## config.mk

```make
export PLATFORM = sky130hd
export DESIGN_NAME = cluster_bitmap_allocator
export DESIGN_NICKNAME = d
export VERILOG_FILES = /design/src/sv/cba_pkg.sv /design/src/sv/cba_mark_ram.sv /design/src/sv/cba_free_find.sv /design/src/sv/cluster_bitmap_allocator.sv
export VERILOG_INCLUDE_DIRS = /design/src /design/src/sv
export SDC_FILE = /design/constraint.sdc
export NUM_CORES = 2
export LEC_CHECK = 0
export BUFFER_PORTS_ARGS = -buffer_cell sky130_fd_sc_hd__buf_2
export CORE_ASPECT_RATIO = 0.5
export CORE_MARGIN = 2
export CORE_UTILIZATION = 68
export DETAILED_ROUTE_END_ITERATION = 10
export PLACE_DENSITY = 0.82
export SYNTH_ARGS = -nofsm -noshare
export SYNTH_HDL_FRONTEND = slang
export SYNTH_HIERARCHICAL = 1
export SYNTH_SLANG_ARGS = --single-unit
```

## constraint.sdc

```tcl
create_clock -name clk -period 23.7 [get_ports clk]
set_clock_uncertainty 0.2 [all_clocks]
set_input_delay 1.185 -clock clk [delete_from_list [all_inputs] [get_ports clk]]
set_output_delay 1.185 -clock clk [all_outputs]
set_load 0.02 [all_outputs]
```

## src/sv/cluster_bitmap_allocator_macros.svh

```systemverilog
// Assertion macros shared by the cluster bitmap allocator RTL.
`ifndef CLUSTER_BITMAP_ALLOCATOR_MACROS_SVH
`define CLUSTER_BITMAP_ALLOCATOR_MACROS_SVH

// Same-cycle implication, checked on every rising clock edge out of reset.
`define CBA_ASSERT_IMP(name, ante, cons) \
    name: assert property (@(posedge clk) disable iff (!rst_n) (ante) |-> (cons)) \
        else $error("cluster_bitmap_allocator: same-cycle check failed");

// Next-cycle implication, checked on every rising clock edge out of reset.
`define CBA_ASSERT_NXT(name, ante, cons) \
    name: assert property (@(posedge clk) disable iff (!rst_n) (ante) |=> (cons)) \
        else $error("cluster_bitmap_allocator: next-cycle check failed");

`endif

```

## src/sv/cba_pkg.sv

```systemverilog
// Shared types, sizes and codes of the cluster bitmap allocator.
`timescale 1ns / 1ps

package cba_pkg;

    // Size of the used map, in clusters.
    localparam int MAX_CLUSTERS = 1024;

    // Fixed widths of the interface fields.
    localparam int COUNT_W     = 11;
    localparam int IDX_FIELD_W = 10;

    // Map organization: one memory word holds WORD_W marks.
    localparam int WORD_W    = (MAX_CLUSTERS < 64) ? MAX_CLUSTERS : 64;
    localparam int BIT_W     = $clog2(WORD_W);
    localparam int NUM_WORDS = MAX_CLUSTERS / WORD_W;
    localparam int ADDR_W    = (NUM_WORDS > 1) ? $clog2(NUM_WORDS) : 1;
    localparam int CNT_W     = $clog2(MAX_CLUSTERS + 1);
    localparam int CMP_W     = (CNT_W > COUNT_W) ? CNT_W : COUNT_W;

    localparam logic [COUNT_W-1:0] COUNT_RESET = COUNT_W'(1024);

    typedef logic [WORD_W-1:0]      word_t;
    typedef logic [BIT_W-1:0]       bitpos_t;
    typedef logic [ADDR_W-1:0]      addr_t;
    typedef logic [CNT_W-1:0]       cnt_t;
    typedef logic [CMP_W-1:0]       cmp_t;
    typedef logic [COUNT_W-1:0]     count_t;
    typedef logic [IDX_FIELD_W-1:0] idx_field_t;

    typedef enum logic [1:0] {
        KIND_ALLOC = 2'd0,
        KIND_FREE  = 2'd1,
        KIND_MARK  = 2'd2,
        KIND_QUERY = 2'd3
    } kind_t;

    typedef enum logic [1:0] {
        ST_OK    = 2'd0,
        ST_RANGE = 2'd1,
        ST_FULL  = 2'd2
    } status_t;

    // Request from the controller to the map memory.
    typedef struct packed {
        logic  rd_en;
        addr_t rd_addr;
        logic  wr_en;
        addr_t wr_addr;
        word_t wr_data;
    } mem_req_t;

endpackage

```

## src/sv/cba_mark_ram.sv

```systemverilog
// Used-mark memory: registered synchronous read, per-word valid bits for reset.
`timescale 1ns / 1ps

module cba_mark_ram
    import cba_pkg::*;
(
    input  logic     clk,
    input  logic     rst_n,
    input  mem_req_t req,
    output word_t    rd_data
);

    word_t                mem [NUM_WORDS];
    logic [NUM_WORDS-1:0] valid_reg;
    word_t                rd_data_reg;

    // A word that was never written since reset reads as all free.
    always_ff @(posedge clk or negedge rst_n)
    begin
        if (!rst_n)
        begin
            valid_reg <= '0;
        end
        else if (req.wr_en)
        begin
            valid_reg[req.wr_addr] <= 1'b1;
        end
    end

    always_ff @(posedge clk)
    begin
        if (req.wr_en)
        begin
            mem[req.wr_addr] <= req.wr_data;
        end
        if (req.rd_en)
        begin
            rd_data_reg <= valid_reg[req.rd_addr] ? mem[req.rd_addr] : '0;
        end
    end

    assign rd_data = rd_data_reg;

endmodule

```

## src/sv/cba_free_find.sv

```systemverilog
// Lowest free mark within one map word, limited to clusters below the active count.
`timescale 1ns / 1ps

module cba_free_find
    import cba_pkg::*;
(
    input  word_t   word,
    input  cnt_t    base,
    input  cnt_t    active,
    output logic    found,
    output bitpos_t pos
);

    cnt_t  rem;
    word_t avail;

    always_comb
    begin
        rem = (active > base) ? (active - base) : '0;
        for (int b = 0; b < WORD_W; b++)
        begin
            avail[b] = !word[b] && (cnt_t'(b) < rem);
        end
    end

    always_comb
    begin
        pos = '0;
        for (int b = WORD_W - 1; b >= 0; b--)
        begin
            if (avail[b])
            begin
                pos = bitpos_t'(b);
            end
        end
    end

    assign found = |avail;

endmodule

```

## src/sv/cluster_bitmap_allocator.sv

```systemverilog
// Top level of the cluster bitmap allocator: request control, result register, config.
`timescale 1ns / 1ps
//
//  Channel   Direction  Beat contents
//  s_*       in         tuser = kind, tdata = cluster_index
//  m_*       out        tuser = status, tdata = result_index, is_free
//  cfg_*     in         cfg_data = active cluster total
//
//  Allocate reads k map words (1 to 16 at 1024 clusters): one word of 64
//  marks is read from the map memory per cycle and searched for its
//  lowest free mark.
//  Free, mark-used and query go through read, modify/write and result;
//  an out-of-range index goes straight to the result and leaves the map alone.
//  Reset clears the map at once through per-word valid bits; no sweep.
//  A new request is taken while the previous result still waits on m_*;
//  the block stalls only when a second result is ready before that one leaves.
//

`include "cluster_bitmap_allocator_macros.svh"

module cluster_bitmap_allocator
    import cba_pkg::*;
(
    input  logic        clk,
    input  logic        rst_n,

    input  logic        s_tvalid,
    output logic        s_tready,
    input  logic [15:0] s_tdata,    // [9:0] cluster_index, [15:10] zero
    input  logic [1:0]  s_tuser,    // [1:0] kind

    output logic        m_tvalid,
    input  logic        m_tready,
    output logic [15:0] m_tdata,    // [9:0] result_index, [10] is_free, [15:11] zero
    output logic [1:0]  m_tuser,    // [1:0] status

    input  logic        cfg_valid,
    output logic        cfg_ready,
    input  logic [10:0] cfg_data    // [10:0] active cluster total
);

    typedef enum logic [1:0] {
        S_IDLE,
        S_CHECK,
        S_RESP
    } state_t;

    state_t     state_reg,      state_next;
    kind_t      kind_reg,       kind_next;
    idx_field_t idx_reg,        idx_next;
    addr_t      word_addr_reg,  word_addr_next;
    bitpos_t    bit_reg,        bit_next;
    status_t    res_status_reg, res_status_next;
    idx_field_t res_index_reg,  res_index_next;
    logic       res_free_reg,   res_free_next;
    logic       m_valid_reg,    m_valid_next;
    status_t    m_status_reg,   m_status_next;
    idx_field_t m_index_reg,    m_index_next;
    logic       m_free_reg,     m_free_next;
    count_t     count_reg;

    mem_req_t   mem_req;
    word_t      rd_word;
    cnt_t       active;
    cnt_t       base;
    cnt_t       req_full;
    logic       hit;
    bitpos_t    hit_pos;
    logic       last_word;
    kind_t      in_kind;
    idx_field_t in_idx;

    // The active count saturates at the map size.
    assign active = (cmp_t'(count_reg) > cmp_t'(MAX_CLUSTERS))
                    ? cnt_t'(MAX_CLUSTERS) : cnt_t'(count_reg);

    // Always taken; the user must write configuration only while idle (unenforced).
    assign cfg_ready = 1'b1;

    always_ff @(posedge clk or negedge rst_n)
    begin
        if (!rst_n)
        begin
            count_reg <= COUNT_RESET;
        end
        else if (cfg_valid && cfg_ready)
        begin
            count_reg <= cfg_data;
        end
    end

    cba_mark_ram u_ram (
        .clk     (clk),
        .rst_n   (rst_n),
        .req     (mem_req),
        .rd_data (rd_word)
    );

    // Cluster number of the first mark in the word being searched.
    assign base      = cnt_t'(word_addr_reg) << BIT_W;
    assign last_word = (word_addr_reg == addr_t'(NUM_WORDS - 1))
                    || ((cmp_t'(base) + cmp_t'(WORD_W)) >= cmp_t'(active));

    cba_free_find u_find (
        .word   (rd_word),
        .base   (base),
        .active (active),
        .found  (hit),
        .pos    (hit_pos)
    );

    assign in_kind  = kind_t'(s_tuser);
    assign in_idx   = s_tdata[IDX_FIELD_W-1:0];
    assign req_full = cnt_t'(cmp_t'(in_idx));

    assign s_tready = (state_reg == S_IDLE);

    always_comb
    begin
        state_next      = state_reg;
        kind_next       = kind_reg;
        idx_next        = idx_reg;
        word_addr_next  = word_addr_reg;
        bit_next        = bit_reg;
        res_status_next = res_status_reg;
        res_index_next  = res_index_reg;
        res_free_next   = res_free_reg;
        m_valid_next    = m_valid_reg;
        m_status_next   = m_status_reg;
        m_index_next    = m_index_reg;
        m_free_next     = m_free_reg;
        mem_req         = '0;

        // The output register drains independently of the request side.
        if (m_tready)
        begin
            m_valid_next = 1'b0;
        end

        unique case (state_reg)
            S_IDLE:
            begin
                if (s_tvalid)
                begin
                    kind_next = in_kind;
                    idx_next  = in_idx;
                    if (in_kind == KIND_ALLOC)
                    begin
                        word_addr_next  = '0;
                        mem_req.rd_en   = 1'b1;
                        mem_req.rd_addr = '0;
                        state_next      = S_CHECK;
                    end
                    else if (cmp_t'(in_idx) >= cmp_t'(active))
                    begin
                        // Index beyond the active count: report, map untouched.
                        res_status_next = ST_RANGE;
                        res_index_next  = in_idx;
                        res_free_next   = 1'b0;
                        state_next      = S_RESP;
                    end
                    else
                    begin
                        word_addr_next  = addr_t'(req_full >> BIT_W);
                        bit_next        = req_full[BIT_W-1:0];
                        mem_req.rd_en   = 1'b1;
                        mem_req.rd_addr = addr_t'(req_full >> BIT_W);
                        state_next      = S_CHECK;
                    end
                end
            end

            S_CHECK:
            begin
                res_status_next = ST_OK;
                res_index_next  = idx_reg;
                res_free_next   = 1'b0;
                mem_req.wr_addr = word_addr_reg;
                state_next      = S_RESP;
                case (kind_reg)
                    KIND_ALLOC:
                    begin
                        if (hit)
                        begin
                            mem_req.wr_en   = 1'b1;
                            mem_req.wr_data = rd_word | (word_t'(1) << hit_pos);
                            res_index_next  = idx_field_t'(base | cnt_t'(hit_pos));
                        end
                        else if (last_word)
                        begin
                            res_status_next = ST_FULL;
                            res_index_next  = '0;
                        end
                        else
                        begin
                            word_addr_next  = word_addr_reg + addr_t'(1);
                            mem_req.rd_en   = 1'b1;
                            mem_req.rd_addr = word_addr_reg + addr_t'(1);
                            state_next      = S_CHECK;
                        end
                    end
                    KIND_FREE:
                    begin
                        mem_req.wr_en   = 1'b1;
                        mem_req.wr_data = rd_word & ~(word_t'(1) << bit_reg);
                    end
                    KIND_MARK:
                    begin
                        mem_req.wr_en   = 1'b1;
                        mem_req.wr_data = rd_word | (word_t'(1) << bit_reg);
                    end
                    default:
                    begin
                        res_free_next = !rd_word[bit_reg];
                    end
                endcase
            end

            S_RESP:
            begin
                if (!m_valid_reg || m_tready)
                begin
                    m_valid_next  = 1'b1;
                    m_status_next = res_status_reg;
                    m_index_next  = res_index_reg;
                    m_free_next   = res_free_reg;
                    state_next    = S_IDLE;
                end
            end

            default:
            begin
                state_next = S_IDLE;
            end
        endcase
    end

    // State, working registers and the output register.
    always_ff @(posedge clk or negedge rst_n)
    begin
        if (!rst_n)
        begin
            state_reg      <= S_IDLE;
            kind_reg       <= KIND_ALLOC;
            idx_reg        <= '0;
            word_addr_reg  <= '0;
            bit_reg        <= '0;
            res_status_reg <= ST_OK;
            res_index_reg  <= '0;
            res_free_reg   <= 1'b0;
            m_valid_reg    <= 1'b0;
            m_status_reg   <= ST_OK;
            m_index_reg    <= '0;
            m_free_reg     <= 1'b0;
        end
        else
        begin
            state_reg      <= state_next;
            kind_reg       <= kind_next;
            idx_reg        <= idx_next;
            word_addr_reg  <= word_addr_next;
            bit_reg        <= bit_next;
            res_status_reg <= res_status_next;
            res_index_reg  <= res_index_next;
            res_free_reg   <= res_free_next;
            m_valid_reg    <= m_valid_next;
            m_status_reg   <= m_status_next;
            m_index_reg    <= m_index_next;
            m_free_reg     <= m_free_next;
        end
    end

    assign m_tvalid = m_valid_reg;
    assign m_tuser  = m_status_reg;
    assign m_tdata  = {5'b0, m_free_reg, m_index_reg};

    // A full report always carries a zero index and no free flag.
    `CBA_ASSERT_IMP(a_full_payload, m_tvalid && (m_tuser == ST_FULL),
                    (m_tdata[9:0] == 10'd0) && !m_tdata[10])
    // The free flag only comes with a successful request.
    `CBA_ASSERT_IMP(a_free_needs_ok, m_tvalid && m_tdata[10], m_tuser == ST_OK)
    // An accepted request always leaves the idle state.
    `CBA_ASSERT_NXT(a_accept_busy, s_tvalid && s_tready, state_reg != S_IDLE)
    // The map is written only while a request is being checked.
    `CBA_ASSERT_IMP(a_write_in_check, mem_req.wr_en, state_reg == S_CHECK)

endmodule
```

== Word level (Yosys, flattened, before mapping) ==
Memories as Yosys holds them, arrays and structs flattened. A register that Yosys moved wholly into a read port is not among the register bits.
Cells that the tools add are included.
Widths: inputs -> output; s select.
Cells by class
  add/sub/neg operators: 3
  $lt $le $gt $ge: 72
  equal/unequal tests: 13
  shift-type cells: 2
  muxes and demuxes: 123
  bitwise logic cells: 8
  reduce and logical (&&, ||, !) cells: 147
Operators by type and width (count)
  $mux 6: 64
  $lt 6x11->1 const A: 32
  $pmux 64 s3: 1
  $lt 5x11->1 const A: 16
  $or 64x64->64: 2
  $shl 1x6->64 const A: 2
  $lt 4x11->1 const A: 8
  $mux 69: 1
  $logic_not 1->1: 67
  $logic_and 1x1->1: 65
  $and 64x64->64: 1
  $mux 64: 1
  $not 64->64: 1
  $reduce_or 64->1: 1
  $mux 10: 6
  $lt 3x11->1 const A: 4
  $mux 5: 6
  $mux 2: 13
  $mux 4: 6
  $lt 1x11->1 const A: 2
  $lt 2x11->1 const A: 2
  $mux 11: 2
  $pmux 10 s2: 1
  $or 16x16->16: 1
  35 further kinds: 63
Storage, ports and cells
  bits in registers: 78
  RAM bits: 1024
  input bits: 34
  output and inout bits: 21
  logic and storage cells: 383
  memories kept: 1
Memory list
  u_ram.mem: words 16, width 64, read ports 1, clocked after Yosys merged registers in 1, write ports 1, line cba_mark_ram.sv:13  | word_t mem [NUM_WORDS];

== Longest topological paths before layout ==
  depth after elaboration: 80
  depth in mapped cells: 31

== By module ==
The synthesis kept the hierarchy.
Modules (own cells, without submodules)
  cba_mark_ram: instances 1, cells an instance 1694, area each 40915.5 µm², sequential area each 33071.7 µm²
  cluster_bitmap_allocator: instances 1, cells an instance 819, area each 6369.9 µm², sequential area each 1552.7 µm²
  cba_free_find: instances 1, cells an instance 443, area each 2732.6 µm², sequential area each 0.0 µm²

== Least setup slack after synthesis ==
OpenSTA, ideal clock, no wires.
  kind: register to register
  start: reg count_reg[10]
  end: reg u_ram.valid_reg[0]
  data arrival time: 10.149 ns
  data required time: 23.408 ns
  setup slack: 13.259 ns
  stages on the path, launching flop included: 29
  buffers on the path: 7
  clock period less this slack: 10.441 ns
  path through: dfstp_2 > clkinv_1 > nand2_1 > inv_1 > ha_1 > buf_2 > a211o_1 > or2_1 > o31a_1 > and3_1 > and4_1 > buf_2 > buf_2 > buf_2 > a21oi_1 > o21ai_0 > and2_1 > nand2_1 > nor4_1 > nand3_1 > and2_1 > buf_2 > clkbuf_1 > buf_1 > nor2_1 > nor2_1 > or3b_2 > nor3_1 > or2_2
RTL lines
  start, declared: line cluster_bitmap_allocator.sv:60  | count_t count_reg;
  start signal, assigned: line cluster_bitmap_allocator.sv:88  | count_reg <= cfg_data;
  end signal, assigned: line cba_mark_ram.sv:22  | valid_reg <= '0;
  end signal, assigned by index: line cba_mark_ram.sv:26  | valid_reg[req.wr_addr] <= 1'b1;
  end, declared: line cba_mark_ram.sv:14  | logic [NUM_WORDS-1:0] valid_reg;

==> metrics.csv <==
metric,value,unit
root_buffer,clkbuf_16,
clkLatencyLatePin,0.71,ns
vias,30900,
worst_pin_slew,1.36,ns
drv_cap,0,
largest_reg_flops,1024,
slew-limit-headroom,0.0818,
layout_setup_ws,12.83,ns
ys_ff_latch,1166,
fmax,0.0920,GHz
synth.cell_area,50000,µm²
antenna_found_initial,3,
grt_max_degree,79,
dp_hpwl,80.3,mm
crit_type,flip-flop to flip-flop,
routed_wl,140,mm
syn_area_per_cell,16.9,µm²
r2r-start,count_reg[0]$_DFFE_PN0P_,
grt.total_usage,0.376,
drive_gt1_frac,0.212,
route.detailed.drc,0,
syn_inst,2956,
syn_to_final_growth,8.79,%
p_leak,17.5,nW
met3_length,22.7,mm
via_per_inst,7.64,
ant_nets,0,
fillers,4004,
rsz0062_at_grt,false,
yosys-top-cells-count,"1088 x edfxtp_1, 272 x a21oi_1, 261 x mux4_2",
dr.pass1.iters,10,
synth_top_area_frac,0.653,
clk_pin_slew,0.07,ns
dpl.cell_count,3871,
top_layer,met5,
grt_pass1_vias,30600,
layout.nets,3062,
wl_met1,50.5,mm
htreeDepth,3,
multiInputGateArea,14500,µm²
cts_tree,built,
critPathLaunchType,flip-flop,
fin_setup_tns,0,ns
yosysWarnings,6,
synth.distinct_cells,92,
die-height,196,µm
cts_resized,0,
status,"finished, final reports clean",
placed_area,51300,µm²
gp_congestion,1.02,
drtIter0Drc,5413,
cts_sinks,1166,
numCtsBuffers,95,
synthArstFlopShare,0.0669,
fin_crit_sh,0.459,
stdcell_count,4048,
grt_first_pass_wirelength,205,mm
critPathSlowestCell,buf_4,
yosys-top-cells-area,"edfxtp_1 65%, mux4_2 12%, dfrtp_1 3.9%, a21oi_1 2.7%, a22oi_1 2.2%",
final-hold-violation-count,0,
wl_met2,60.8,mm
synth_edf_count,1088,
place_ws,13.31,ns
synth_largest_area_cell,edfxtp_1,
fp.dieArea,75900,µm²
cp.required,23.89,ns
synth_most_common_cell,edfxtp_1,
io_pins,55,
fin_crit,10.87,ns
portBuffers,42,
post-cts-setup-buffer-count,0,
ir_worst_vdd,69.1,µV
worstPathBufferInverterCount,3,
crit_start,count_reg[0]$_DFFE_PN0P_,
path_delay_family,simple AND/OR/NAND/NOR gates,
ys_seq_area_frac,0.692,
post-route-cell-area,54400,µm²
clock_path_buffers,3,
ctsHoldBuffers,0,
crit_arrival,11.06,ns
endpoint_kind,flip-flop,
grt-ovfl-total,0,
regArea,34600,µm²
slew_viol_final,0,
num_rows,70,
die_x,388,µm
setup_viol_count_final,0,
routedWlPerCell,34.7,µm
hp-class,flip-flop to flip-flop,
power_density,108,nW/µm²
crit_fanout,46,
hold_start,u_ram/valid_reg[5]$_DFFE_PN0P_,
core_region_area,73000,µm²
ys.flop_type,edfxtp_1,
crit_path_max_incr_delay,0.88,ns
start_util,0.686,
cells by family after synthesis:
group / after synthesis / share of synthesized area
xor gates and xnor gates: 10 / 0.00175
other: 2 / 0.000150
adders and majority gates: 32 / 0.00815
muxes: 326 / 0.137
DFF: 1166 / 0.692
AOI/OAI and AO/OA: 699 / 0.0918
and+or+nand+nor: 489 / 0.0479
buffers and inverters: 232 / 0.0213
power by group:
part / total, mW / switching, mW / internal (mW)
sequential: 2.64 / 0.137 / 2.50
clock: 1.59 / 0.743 / 0.848
combinational: 1.62 / 1.10 / 0.522
total: 5.85 / 1.98 / 3.87
layout make-up:
| class | instances | share of cell area |
|---|---|---|
| sequential | 1166 | 0.636 |
| multi-input combinational | 1569 | 0.267 |
| clock buffer | 115 | 0.0462 |
| tap | 972 | 0.0224 |
| timing repair buffer | 122 | 0.0149 |
| clock inverter | 61 | 0.00991 |
| inverter | 42 | 0.00290 |
| antenna | 1 | 0.0000460 |
final timing paths:
kind                       cells after the start  slack (ns)                        endpoint
min reg2reg                                    1        0.27  u_ram/valid_reg[5]$_DFFE_PN0P_
max in group asynchronous                      1       22.21  u_ram/valid_reg[2]$_DFFE_PN0P_
min                                            1        0.27  u_ram/valid_reg[5]$_DFFE_PN0P_
max reg2reg                                   25       12.83  u_ram/rd_data[2]$_SDFFCE_PN0P_
max                                           25       12.83  u_ram/rd_data[2]$_SDFFCE_PN0P_
min in group asynchronous                      1        0.43      m_index_reg[8]$_DFFE_PN0P_
metrics by stage:
stage	total power [mW]	hold slack, ns	utilization
2_1_floorplan	3.66	0.234	-
3_3_place_gp	4.14	0.246	0.704
3_5_place_dp	4.19	0.250	0.704
4_1_cts	5.78	0.265	0.746
5_1_grt	6.01	0.288	0.746
6_report	5.85	0.271	0.746
worst register-to-register path: cells and delay by family, from the launching register on:
family / cells / cell delay (ns)
and+or+nand+nor: 11 / 3.81
AOI/OAI and AO/OA: 8 / 2.96
buffers and inverters: 3 / 1.88
muxes: 1 / 0.70
DFF: 1 / 0.43
adders and majority gates: 1 / 0.33
xor gates and xnor gates: 1 / 0.25
cell usage in the layout (no fill, tap or decap), types with 14 or more instances in the layout:
master / Yosys / layout
edfxtp_1: 1088 / 1088
a21oi_1: 272 / 270
mux4_2: 261 / 261
nor2_1: 165 / 152
a22oi_1: 149 / 149
nand2_1: 111 / 111
clkbuf_16: 0 / 96
buf_4: 11 / 81
dfrtp_1: 77 / 77
mux2_2: 47 / 47
o21ai_0: 47 / 46
buf_2: 54 / 41
inv_1: 41 / 40
nor2b_1: 37 / 34
o22a_1: 32 / 32
ha_1: 31 / 29
nor3_1: 32 / 27
o22ai_1: 27 / 27
nand2b_1: 26 / 25
clkinv_2: 0 / 25
a221oi_1: 24 / 24
a31oi_1: 24 / 24
or2_2: 19 / 19
nand3_1: 18 / 18
clkinv_1: 1 / 18
mux4_1: 15 / 15
a211oi_1: 15 / 15
clkbuf_1: 98 / 15
nand4_1: 14 / 14
and2_1: 15 / 14
a41oi_1: 14 / 14
metal layers:
metal / global-route usage / vias up
met4: 0.141 / 4
met3: 0.124 / 575
met1: 0.547 / 15400
met5: 0.00627 / -
li1: - / 12100
met2: 0.539 / 2858
(Power assumes the default switching activity.)
